**config.mk**
```make
export PLATFORM = sky130hd
export DESIGN_NAME = xorshift64star_random_source
export DESIGN_NICKNAME = d
export VERILOG_FILES = /design/src/rtl/core/xrs_pkg.sv /design/src/rtl/core/xrs_moddiv.sv /design/src/rtl/core/xrs_datapath.sv /design/src/rtl/core/xrs_ctrl.sv /design/src/rtl/core/xorshift64star_random_source.sv
export SDC_FILE = /design/constraint.sdc
export NUM_CORES = 2
export LEC_CHECK = 0
export BUFFER_PORTS_ARGS = -buffer_cell sky130_fd_sc_hd__buf_2
export CORE_MARGIN = 10
export CORE_UTILIZATION = 60
export DETAILED_ROUTE_END_ITERATION = 12
export GPL_TIMING_DRIVEN = 0
export PLACE_DENSITY = 0.78
export SLEW_MARGIN = 20
export SYNTH_ARGS = -nofsm -noshare
export SYNTH_HDL_FRONTEND = slang
export SYNTH_SLANG_ARGS = --single-unit
export TNS_END_PERCENT = 10
```
**constraint.sdc**
```tcl
create_clock -name aclk -period 10.11 [get_ports aclk]
set_input_delay 1.5165 -clock aclk [delete_from_list [all_inputs] [get_ports aclk]]
set_output_delay 1.5165 -clock aclk [all_outputs]
set_load 0.01 [all_outputs]
```
**src/rtl/core/xrs_pkg.sv**
```systemverilog
// ----------------------------------------------------------------------------
// xrs_pkg
// Shared types and constants of the xorshift64* random source.
// ----------------------------------------------------------------------------
`default_nettype none

package xrs_pkg;

    localparam logic [63:0] MULT_STAR   = 64'd2685821657736338717;
    localparam logic [63:0] GOLDEN      = 64'h9e3779b97f4a7c15;
    localparam logic [31:0] CHUNK_MUL_X = 32'd123456789;
    localparam logic [31:0] CHUNK_MUL_Z = 32'd987654321;
    localparam logic [63:0] SEED_RESET  = 64'hdeadbeefcafebabe;
    localparam int          FRAC_SHIFT  = 11;

    typedef enum logic [2:0] {
        ACT_RAW        = 3'd0,
        ACT_RANGED     = 3'd1,
        ACT_FRAC       = 3'd2,
        ACT_SEED_WORLD = 3'd3,
        ACT_SEED_CHUNK = 3'd4
    } act_t;

    typedef enum logic [2:0] {
        OPND_NONE,
        OPND_DRAW,
        OPND_CX,
        OPND_CZ,
        OPND_MIX
    } opnd_sel_t;

    typedef enum logic [1:0] {
        PART_NONE,
        PART_LL,
        PART_LH,
        PART_HL
    } mul_part_t;

    typedef enum logic [1:0] {
        ACC_HOLD,
        ACC_LOAD,
        ACC_ADD_HI
    } acc_op_t;

    typedef struct packed {
        logic      latch;
        opnd_sel_t opnd;
        logic      advance;
        mul_part_t part;
        acc_op_t   acc;
        logic      keep_x;
        logic      mix_load;
        logic      seed_world;
        logic      seed_chunk;
        logic      div_start;
        logic      result_load;
    } dp_cmd_t;

    typedef struct packed {
        logic [2:0] action;
        logic       range_bad;
        logic       div_done;
        logic       out_busy;
    } dp_sts_t;

    typedef enum logic [3:0] {
        ST_IDLE,
        ST_DISPATCH,
        ST_OPND,
        ST_M_LL,
        ST_M_LH,
        ST_M_HL,
        ST_M_END,
        ST_DIV,
        ST_CX_MUL,
        ST_CX_KEEP,
        ST_CZ_MUL,
        ST_CZ_MIX,
        ST_MIX_OPND,
        ST_CHUNK_SET,
        ST_RESULT
    } ctrl_state_t;

endpackage

`default_nettype wire

```
**src/rtl/core/xrs_moddiv.sv**
```systemverilog
// ----------------------------------------------------------------------------
// xrs_moddiv
// Restoring remainder unit: 64-bit dividend by 32-bit divisor, one bit a cycle.
// ----------------------------------------------------------------------------
`default_nettype none

module xrs_moddiv (
    input  wire logic        aclk,
    input  wire logic        aresetn,
    input  wire logic        start,
    input  wire logic [63:0] dividend,
    input  wire logic [31:0] divisor,
    output logic             done,
    output logic [31:0]      remainder
);
    localparam int STEPS = 64;
    localparam int CNT_W = $clog2(STEPS);

    logic [63:0]      quo_reg, quo_next;
    logic [31:0]      rem_reg, rem_next;
    logic [31:0]      div_reg, div_next;
    logic [CNT_W-1:0] cnt_reg, cnt_next;
    logic             busy_reg, busy_next;
    logic             done_reg, done_next;
    logic [32:0]      trial;
    logic [32:0]      diff;

    always_comb begin
        trial     = {rem_reg, quo_reg[63]};
        diff      = trial - {1'b0, div_reg};
        quo_next  = quo_reg;
        rem_next  = rem_reg;
        div_next  = div_reg;
        cnt_next  = cnt_reg;
        busy_next = busy_reg;
        done_next = 1'b0;
        if (start) begin
            quo_next  = dividend;
            rem_next  = '0;
            div_next  = divisor;
            cnt_next  = '0;
            busy_next = 1'b1;
        end else if (busy_reg) begin
            quo_next = {quo_reg[62:0], 1'b0};
            rem_next = (trial >= {1'b0, div_reg}) ? diff[31:0] : trial[31:0];
            cnt_next = cnt_reg + 1'b1;
            if (cnt_reg == CNT_W'(STEPS - 1)) begin
                busy_next = 1'b0;
                done_next = 1'b1;
            end
        end
    end

    always_ff @(posedge aclk) begin
        if (!aresetn) begin
            busy_reg <= 1'b0;
            done_reg <= 1'b0;
            cnt_reg  <= '0;
        end else begin
            busy_reg <= busy_next;
            done_reg <= done_next;
            cnt_reg  <= cnt_next;
        end
    end

    always_ff @(posedge aclk) begin
        quo_reg <= quo_next;
        rem_reg <= rem_next;
        div_reg <= div_next;
    end

    assign done      = done_reg;
    assign remainder = rem_reg;

endmodule

`default_nettype wire

```
**src/rtl/core/xrs_datapath.sv**
```systemverilog
// ----------------------------------------------------------------------------
// xrs_datapath
// Generator state, seed register, shared 32x32 multiplier and result register.
// ----------------------------------------------------------------------------
`default_nettype none

module xrs_datapath (
    input  wire logic             aclk,
    input  wire logic             aresetn,
    input  wire xrs_pkg::dp_cmd_t cmd,
    output xrs_pkg::dp_sts_t      sts,
    input  wire logic             cfg_wr_en,
    input  wire logic [63:0]      cfg_wr_data,
    input  wire logic [127:0]     s_tdata,
    input  wire logic [2:0]       s_tuser,
    output logic                  m_tvalid,
    input  wire logic             m_tready,
    output logic [95:0]           m_tdata,
    output logic [0:0]            m_tuser
);
    import xrs_pkg::*;

    logic [63:0] state_reg, state_next;
    logic [63:0] seed_reg;
    logic [2:0]  action_reg;
    logic [31:0] lo_reg, hi_reg, cx_reg, cz_reg;
    logic [63:0] opa_reg, opb_reg;
    logic [63:0] prod_reg;
    logic [63:0] acc_reg;
    logic [31:0] mx_reg;
    logic [63:0] c_reg;
    logic        out_valid_reg;
    logic [63:0] raw_reg;
    logic [31:0] int_reg;
    logic        err_reg;

    logic [63:0] xs1, xs2, xs3;
    logic [31:0] mul_x, mul_y;
    logic [63:0] mul_p;
    logic [63:0] chunk_sum;
    logic [31:0] span;
    logic        range_bad;
    logic        div_done;
    logic [31:0] div_rem;
    logic [63:0] div_dividend;

    always_comb begin
        xs1 = state_reg ^ (state_reg >> 12);
        xs2 = xs1 ^ (xs1 << 25);
        xs3 = xs2 ^ (xs2 >> 27);
        state_next = state_reg;
        if (cmd.advance) begin
            state_next = xs3;
        end else if (cmd.seed_world) begin
            state_next = (seed_reg == 64'd0) ? GOLDEN : seed_reg;
        end else if (cmd.seed_chunk) begin
            state_next = c_reg ^ acc_reg;
        end
    end

    always_comb begin
        mul_x = opa_reg[31:0];
        mul_y = opb_reg[31:0];
        case (cmd.part)
            PART_LH: mul_y = opb_reg[63:32];
            PART_HL: mul_x = opa_reg[63:32];
            default: mul_x = opa_reg[31:0];
        endcase
        mul_p = {32'd0, mul_x} * {32'd0, mul_y};
    end

    assign chunk_sum = {{32{mx_reg[31]}}, mx_reg} + {{32{prod_reg[31]}}, prod_reg[31:0]};
    assign span      = hi_reg - lo_reg + 32'd1;
    assign range_bad = ($signed(hi_reg) < $signed(lo_reg)) || (span == 32'd0);

    // fold in the last partial product as the divider loads
    assign div_dividend = {acc_reg[63:32] + prod_reg[31:0], acc_reg[31:0]};

    xrs_moddiv u_moddiv (
        .aclk      (aclk),
        .aresetn   (aresetn),
        .start     (cmd.div_start),
        .dividend  (div_dividend),
        .divisor   (span),
        .done      (div_done),
        .remainder (div_rem)
    );

    always_ff @(posedge aclk) begin
        if (!aresetn) begin
            state_reg     <= '0;
            seed_reg      <= SEED_RESET;
            out_valid_reg <= 1'b0;
        end else begin
            state_reg <= state_next;
            if (cfg_wr_en) begin
                seed_reg <= cfg_wr_data;
            end
            if (cmd.result_load) begin
                out_valid_reg <= 1'b1;
            end else if (m_tready) begin
                out_valid_reg <= 1'b0;
            end
        end
    end

    always_ff @(posedge aclk) begin
        if (cmd.latch) begin
            action_reg <= s_tuser;
            lo_reg     <= s_tdata[31:0];
            hi_reg     <= s_tdata[63:32];
            cx_reg     <= s_tdata[95:64];
            cz_reg     <= s_tdata[127:96];
        end
        case (cmd.opnd)
            OPND_DRAW: begin
                opa_reg <= state_reg;
                opb_reg <= MULT_STAR;
            end
            OPND_CX: begin
                opa_reg <= {32'd0, cx_reg};
                opb_reg <= {32'd0, CHUNK_MUL_X};
            end
            OPND_CZ: begin
                opa_reg <= {32'd0, cz_reg};
                opb_reg <= {32'd0, CHUNK_MUL_Z};
            end
            OPND_MIX: begin
                opa_reg <= {33'd0, c_reg[63:33]};
                opb_reg <= GOLDEN;
            end
            default: begin
                opa_reg <= opa_reg;
            end
        endcase
        if (cmd.part != PART_NONE) begin
            prod_reg <= mul_p;
        end
        case (cmd.acc)
            ACC_LOAD:   acc_reg <= prod_reg;
            ACC_ADD_HI: acc_reg[63:32] <= acc_reg[63:32] + prod_reg[31:0];
            default:    acc_reg <= acc_reg;
        endcase
        if (cmd.keep_x) begin
            mx_reg <= prod_reg[31:0];
        end
        if (cmd.mix_load) begin
            c_reg <= seed_reg ^ chunk_sum;
        end
        if (cmd.result_load) begin
            case (action_reg)
                ACT_RAW: begin
                    raw_reg <= acc_reg;
                    int_reg <= '0;
                    err_reg <= 1'b0;
                end
                ACT_RANGED: begin
                    raw_reg <= acc_reg;
                    int_reg <= range_bad ? lo_reg : lo_reg + div_rem;
                    err_reg <= range_bad;
                end
                ACT_FRAC: begin
                    raw_reg <= acc_reg >> FRAC_SHIFT;
                    int_reg <= '0;
                    err_reg <= 1'b0;
                end
                default: begin
                    raw_reg <= '0;
                    int_reg <= '0;
                    err_reg <= 1'b0;
                end
            endcase
        end
    end

    assign sts.action    = action_reg;
    assign sts.range_bad = range_bad;
    assign sts.div_done  = div_done;
    assign sts.out_busy  = out_valid_reg && !m_tready;

    assign m_tvalid = out_valid_reg;
    assign m_tdata  = {int_reg, raw_reg};
    assign m_tuser  = err_reg;

endmodule

`default_nettype wire

```
**src/rtl/core/xrs_ctrl.sv**
```systemverilog
// ----------------------------------------------------------------------------
// xrs_ctrl
// Sequencer: steps draws through advance, multiply, optional reduce and result; reseeds take their own path.
// ----------------------------------------------------------------------------
`default_nettype none

module xrs_ctrl (
    input  wire logic             aclk,
    input  wire logic             aresetn,
    input  wire logic             s_tvalid,
    output logic                  s_tready,
    input  wire xrs_pkg::dp_sts_t sts,
    output xrs_pkg::dp_cmd_t      cmd
);
    import xrs_pkg::*;

    ctrl_state_t state_reg, state_next;

    always_ff @(posedge aclk) begin
        if (!aresetn) begin
            state_reg <= ST_IDLE;
        end else begin
            state_reg <= state_next;
        end
    end

    always_comb begin
        state_next = state_reg;
        cmd        = '0;
        s_tready   = 1'b0;
        unique case (state_reg)
            ST_IDLE: begin
                s_tready = 1'b1;
                if (s_tvalid) begin
                    cmd.latch  = 1'b1;
                    state_next = ST_DISPATCH;
                end
            end
            ST_DISPATCH: begin
                case (sts.action)
                    ACT_RAW, ACT_RANGED, ACT_FRAC: begin
                        cmd.advance = 1'b1;
                        state_next  = ST_OPND;
                    end
                    ACT_SEED_WORLD: begin
                        cmd.seed_world = 1'b1;
                        state_next     = ST_RESULT;
                    end
                    ACT_SEED_CHUNK: begin
                        cmd.opnd   = OPND_CX;
                        state_next = ST_CX_MUL;
                    end
                    default: state_next = ST_RESULT;
                endcase
            end
            ST_OPND: begin
                cmd.opnd   = OPND_DRAW;
                state_next = ST_M_LL;
            end
            ST_M_LL: begin
                cmd.part   = PART_LL;
                state_next = ST_M_LH;
            end
            ST_M_LH: begin
                cmd.part   = PART_LH;
                cmd.acc    = ACC_LOAD;
                state_next = ST_M_HL;
            end
            ST_M_HL: begin
                cmd.part   = PART_HL;
                cmd.acc    = ACC_ADD_HI;
                state_next = ST_M_END;
            end
            ST_M_END: begin
                cmd.acc = ACC_ADD_HI;
                if (sts.action == ACT_SEED_CHUNK) begin
                    state_next = ST_CHUNK_SET;
                end else if (sts.action == ACT_RANGED && !sts.range_bad) begin
                    state_next = ST_DIV;
                end else begin
                    state_next = ST_RESULT;
                end
            end
            ST_DIV: begin
                if (sts.div_done) begin
                    state_next = ST_RESULT;
                end
            end
            ST_CX_MUL: begin
                cmd.part   = PART_LL;
                state_next = ST_CX_KEEP;
            end
            ST_CX_KEEP: begin
                cmd.keep_x = 1'b1;
                cmd.opnd   = OPND_CZ;
                state_next = ST_CZ_MUL;
            end
            ST_CZ_MUL: begin
                cmd.part   = PART_LL;
                state_next = ST_CZ_MIX;
            end
            ST_CZ_MIX: begin
                cmd.mix_load = 1'b1;
                state_next   = ST_MIX_OPND;
            end
            ST_MIX_OPND: begin
                cmd.opnd   = OPND_MIX;
                state_next = ST_M_LL;
            end
            ST_CHUNK_SET: begin
                cmd.seed_chunk = 1'b1;
                state_next     = ST_RESULT;
            end
            ST_RESULT: begin
                if (!sts.out_busy) begin
                    cmd.result_load = 1'b1;
                    state_next      = ST_IDLE;
                end
            end
            default: state_next = ST_IDLE;
        endcase
        if (state_reg == ST_M_END && state_next == ST_DIV) begin
            cmd.div_start = 1'b1;
        end
    end

`ifndef SYNTHESIS
    a_div_only_valid_span: assert property (@(posedge aclk) disable iff (!aresetn)
        cmd.div_start |-> (sts.action == ACT_RANGED && !sts.range_bad))
        else $error("divider started without a valid span");

    a_no_result_overwrite: assert property (@(posedge aclk) disable iff (!aresetn)
        cmd.result_load |-> !sts.out_busy)
        else $error("result loaded while output still stalled");

    a_accept_dispatch: assert property (@(posedge aclk) disable iff (!aresetn)
        (s_tvalid && s_tready) |=> state_reg == ST_DISPATCH)
        else $error("accepted request not dispatched");

    a_div_wait: assert property (@(posedge aclk) disable iff (!aresetn)
        (state_reg == ST_DIV && !sts.div_done) |=> state_reg == ST_DIV)
        else $error("left divide wait before remainder ready");
`endif

endmodule

`default_nettype wire

```
**src/rtl/core/xorshift64star_random_source.sv**
```systemverilog
// ----------------------------------------------------------------------------
// xorshift64star_random_source
// xorshift64* generator with raw, ranged, fraction and reseed requests.
// ----------------------------------------------------------------------------
// Usage:
//   Requests enter on s_*: s_tuser holds the action, s_tdata the bounds and
//   chunk coordinates. Each request produces exactly one result on m_*.
//   cfg_wr_en / cfg_wr_data load the world seed; write only while idle.
// Request paths:
//   raw and fraction draws form the 64-bit product as three 32x32
//   partial products on one shared multiplier; ranged draws with a
//   valid span then run the restoring remainder unit, one bit per
//   cycle. An invalid span (hi below lo, or one that wraps to zero)
//   skips the divider. World reseed loads the seed (GOLDEN if zero);
//   chunk reseed mixes the seed and chunk coordinates on the multiplier.
// Flow: one request is in flight at a time; the next is accepted the
//   cycle after the previous result loads into the output register.
// Reset: generator state clears to zero, world seed returns to its default,
//   no result is pending.
// Stall: while m_tready is low the result holds; a finished second request
//   waits in the sequencer until the output register frees.
// ----------------------------------------------------------------------------
`default_nettype none

module xorshift64star_random_source (
    input  wire logic         aclk,
    input  wire logic         aresetn,
    input  wire logic         cfg_wr_en,
    input  wire logic [63:0]  cfg_wr_data,
    input  wire logic         s_tvalid,
    output logic              s_tready,
    input  wire logic [127:0] s_tdata,   // lo, hi, chunk_x, chunk_z
    input  wire logic [2:0]   s_tuser,   // action
    output logic              m_tvalid,
    input  wire logic         m_tready,
    output logic [95:0]       m_tdata,   // raw_value, int_value
    output logic [0:0]        m_tuser    // range_error
);
    import xrs_pkg::*;

    dp_cmd_t cmd;
    dp_sts_t sts;

    xrs_ctrl u_ctrl (
        .aclk     (aclk),
        .aresetn  (aresetn),
        .s_tvalid (s_tvalid),
        .s_tready (s_tready),
        .sts      (sts),
        .cmd      (cmd)
    );

    xrs_datapath u_datapath (
        .aclk        (aclk),
        .aresetn     (aresetn),
        .cmd         (cmd),
        .sts         (sts),
        .cfg_wr_en   (cfg_wr_en),
        .cfg_wr_data (cfg_wr_data),
        .s_tdata     (s_tdata),
        .s_tuser     (s_tuser),
        .m_tvalid    (m_tvalid),
        .m_tready    (m_tready),
        .m_tdata     (m_tdata),
        .m_tuser     (m_tuser)
    );

endmodule

`default_nettype wire
```
==> results_dict.tcl <==
set metrics [dict create \
    grt_pass1_wl_mm 427 \
    cp.arrival_ps 10530 \
    tritoncts "done" \
    synthFlopType "edfxtp_1" \
    hold_path_class "reg -> reg" \
    crit_path_end_kind "flip-flop" \
    slew_headroom_pct 11.5 \
    yosysWarningCount 0 \
    finalHoldViolCount 0 \
    vias_per_cell 6.63 \
    cts_made_buffers 78 \
    drc 0 \
    synth_fp_nets 8487 \
    status "finished with violations" \
    fmax_mhz 98.8 \
    portBuffers 296 \
    crit_required_ps 10520 \
    finalSetupViolCount 1 \
    fin_crit_ps 10130 \
    fin_setup_tns_ps -15.3 \
    clock_path_buffers 3 \
    drt_iter0_drc 9663 \
    row_count 126 \
    dieArea_um2 134000 \
    start_kind "flip-flop" \
    post-route-period-util_pct 100 \
    gp_congestion 1.10 \
    failed_checks "setup timing" \
    die_x_um 366 \
    final_area_um2 79800 \
    async_flop_share_pct 0 \
    placed_area_um2 75900 \
    grt_max_degree 51 \
    finalWirelength_mm 305 \
    nets 8917 \
    die_h_um 366 \
    utilization_pct 67.3 \
    initial_core_util_pct 60.7 \
    antenna_found_initial 47 \
    cap_violations 0 \
    vias 60000 \
    yosysUniqueCellTypes 82 \
    ant_nets 0 \
    syn_to_final_growth_pct 10.9 \
    ys_seq_area_share_pct 30.9 \
    tightest_slew_ps 1330 \
    clock_sinks 797 \
    ys_ff_latch 797 \
    dp_hpwl_mm 248 \
    fin_skew_ps 38.1 \
    wl_per_cell_um 33.7 \
    final.setup.worst_slack_ps -15.3 \
    synth_edf_count 624 \
    synthCells 6928 \
    drt-pass1-iter-count 11 \
    grt_use_total_pct 44.3 \
    drv_slew 0 \
    core_um2 119000 \
    rsz0062_at_grt "true" \
    num-fill-cells 8913 \
    io_pins 299 \
    synth_area_um2 71900 \
    crit_type "reg -> reg" \
    grt.overflow.total 0 \
    hold_buffers 0 \
    synth.avg_cell_area_um2 10.4 \
    crit_fanout 10 \
    clk_pin_slew_ps 70 \
    whs_ps 525 \
    grt_pass1_vias 58800 \
    cts_root_buf "clkbuf_16" \
    h-tree-depth 3 \
    drive_gt1_share_pct 11.8 \
    clkLatencyLatePin_ps 700 \
]
==> area by class of cell <==
class | count | area, um2 | share of cell area (%)
Buffer | 262 | 1320 | 1.66
Tap cell | 1600 | 2000 | 2.51
Clock buffer | 102 | 2130 | 2.67
Clock inverter | 42 | 513 | 0.643
Inverter | 1059 | 4010 | 5.02
Sequential cell | 797 | 22200 | 27.8
Timing Repair Buffer | 360 | 2130 | 2.68
Multi-Input combinational cell | 4800 | 45400 | 56.9
Antenna cell | 32 | 80.1 | 0.100
==> placed cells by master (no fill, tap or decap), drive strengths merged, types with 15 or more instances in the layout <==
master	count
buf	413
clkbuf	310
nand3	87
mux2	122
nor2	594
nor4	24
xor2	190
xnor2	262
a222oi	32
diode	32
inv	1056
nand2	561
or3	19
clkinv	24
and3	75
edfxtp	624
a211oi	62
a211o	15
nor2b	49
o21bai	32
fa	821
a21boi	36
a22o	53
nor3	59
a21o	109
o211ai	38
o21ai	198
dfxtp	173
o21a	33
ha	538
mux2i	131
nand2b	47
and2	69
o221ai	31
nand4	34
o211a	25
a21oi	282
a31oi	17
==> per-stage QoR <==
step,cells,setup WS (ps)
after floorplan,6928,766
after global placement,8824,-2800
after detailed placement,8858,-2540
after CTS,9001,2.60
after global routing,9026,-106
final,9054,-15.3
==> logic make-up (layout without fill, tap and decap cells) <==
family,after synthesis,count (layout),synth area share (%)
muxes,253,253,4.05
AOI/OAI and AO/OA,1063,1063,9.95
DFF,797,797,30.9
adders and majority gates,1359,1359,32.2
xor gates and xnor gates,452,452,5.50
other,0,32,0
and+or+nand+nor,1673,1673,10.4
buffers and inverters,1331,1825,7.04
==> routing by layer <==
metal	wire length, um	track usage (%)	part of all wire (%)	vias up
met4	22300	24.0	7.3	48
met1	110000	58.5	36	29400
met5	456	0	0.15	-
met3	48800	16.8	16	1257
met2	124000	62.8	41	5216
li1	-	-	-	24100
==> what timing repair did <==
| item | 4_1_cts | 5_1_grt |
|---|---|---|
| setup buffers | 8 | 22 |
| pin swaps | 2 | 8 |
| endpoints found under the setup margin | 40 | 18 |
| resized for setup | 238 | 117 |
==> worst max-delay path, stage by stage (launching register included) <==
cell and delay [ps]:
edfxtp_1 770, and3_1 420, a21oi_2 450, buf_2 560
nor2_1 130, fa_1 650, inv_1 80, fa_1 530
inv_1 50, fa_1 410, fa_1 690, fa_1 530
fa_1 530, fa_1 450, fa_1 590, ha_2 450
nand2_1 80, nor2_2 140, nand3_1 160, or4_4 490
a31oi_4 320, buf_4 180, a2111oi_2 50, nor2_1 210
a21oi_2 130, o21ba_2 260, o31ai_1 400, xnor2_1 110
==> synth_stat cells (75+ instances only) <==
| library cell | count | area (um2) |
|---|---|---|
| inv_1 | 1057 | 3970 |
| fa_1 | 821 | 16400 |
| edfxtp_1 | 624 | 18700 |
| nor2_1 | 594 | 2230 |
| nand2_1 | 561 | 2110 |
| ha_1 | 538 | 6730 |
| a21oi_1 | 281 | 1410 |
| xnor2_1 | 262 | 2290 |
| clkbuf_1 | 237 | 890 |
| o21ai_0 | 195 | 976 |
| xor2_1 | 190 | 1660 |
| dfxtp_1 | 173 | 3460 |
| mux2i_1 | 131 | 1310 |
| a21o_1 | 109 | 818 |
| nand3_1 | 87 | 435 |
| and3_1 | 75 | 469 |
==> path summary, 6_finish.rpt <==
check | cells after the start | to | slack, ps | from
hold / removal | 2 | u_datapath.u_moddiv.remainder[7]$_SDFFE_PP0P_ | 520 | u_datapath.u_moddiv.remainder[7]$_SDFFE_PP0P_
setup reg to reg | 27 | u_datapath.prod_reg[57]$_DFFE_PP_ | -20 | u_datapath.opb_reg[58]$_DFFE_PP_
hold reg to reg | 2 | u_datapath.u_moddiv.remainder[7]$_SDFFE_PP0P_ | 520 | u_datapath.u_moddiv.remainder[7]$_SDFFE_PP0P_
setup / recovery | 27 | u_datapath.prod_reg[57]$_DFFE_PP_ | -20 | u_datapath.opb_reg[58]$_DFFE_PP_
Power is not shown: default switching activity piles up to over one toggle a cycle in this logic, so the estimate is an artifact.
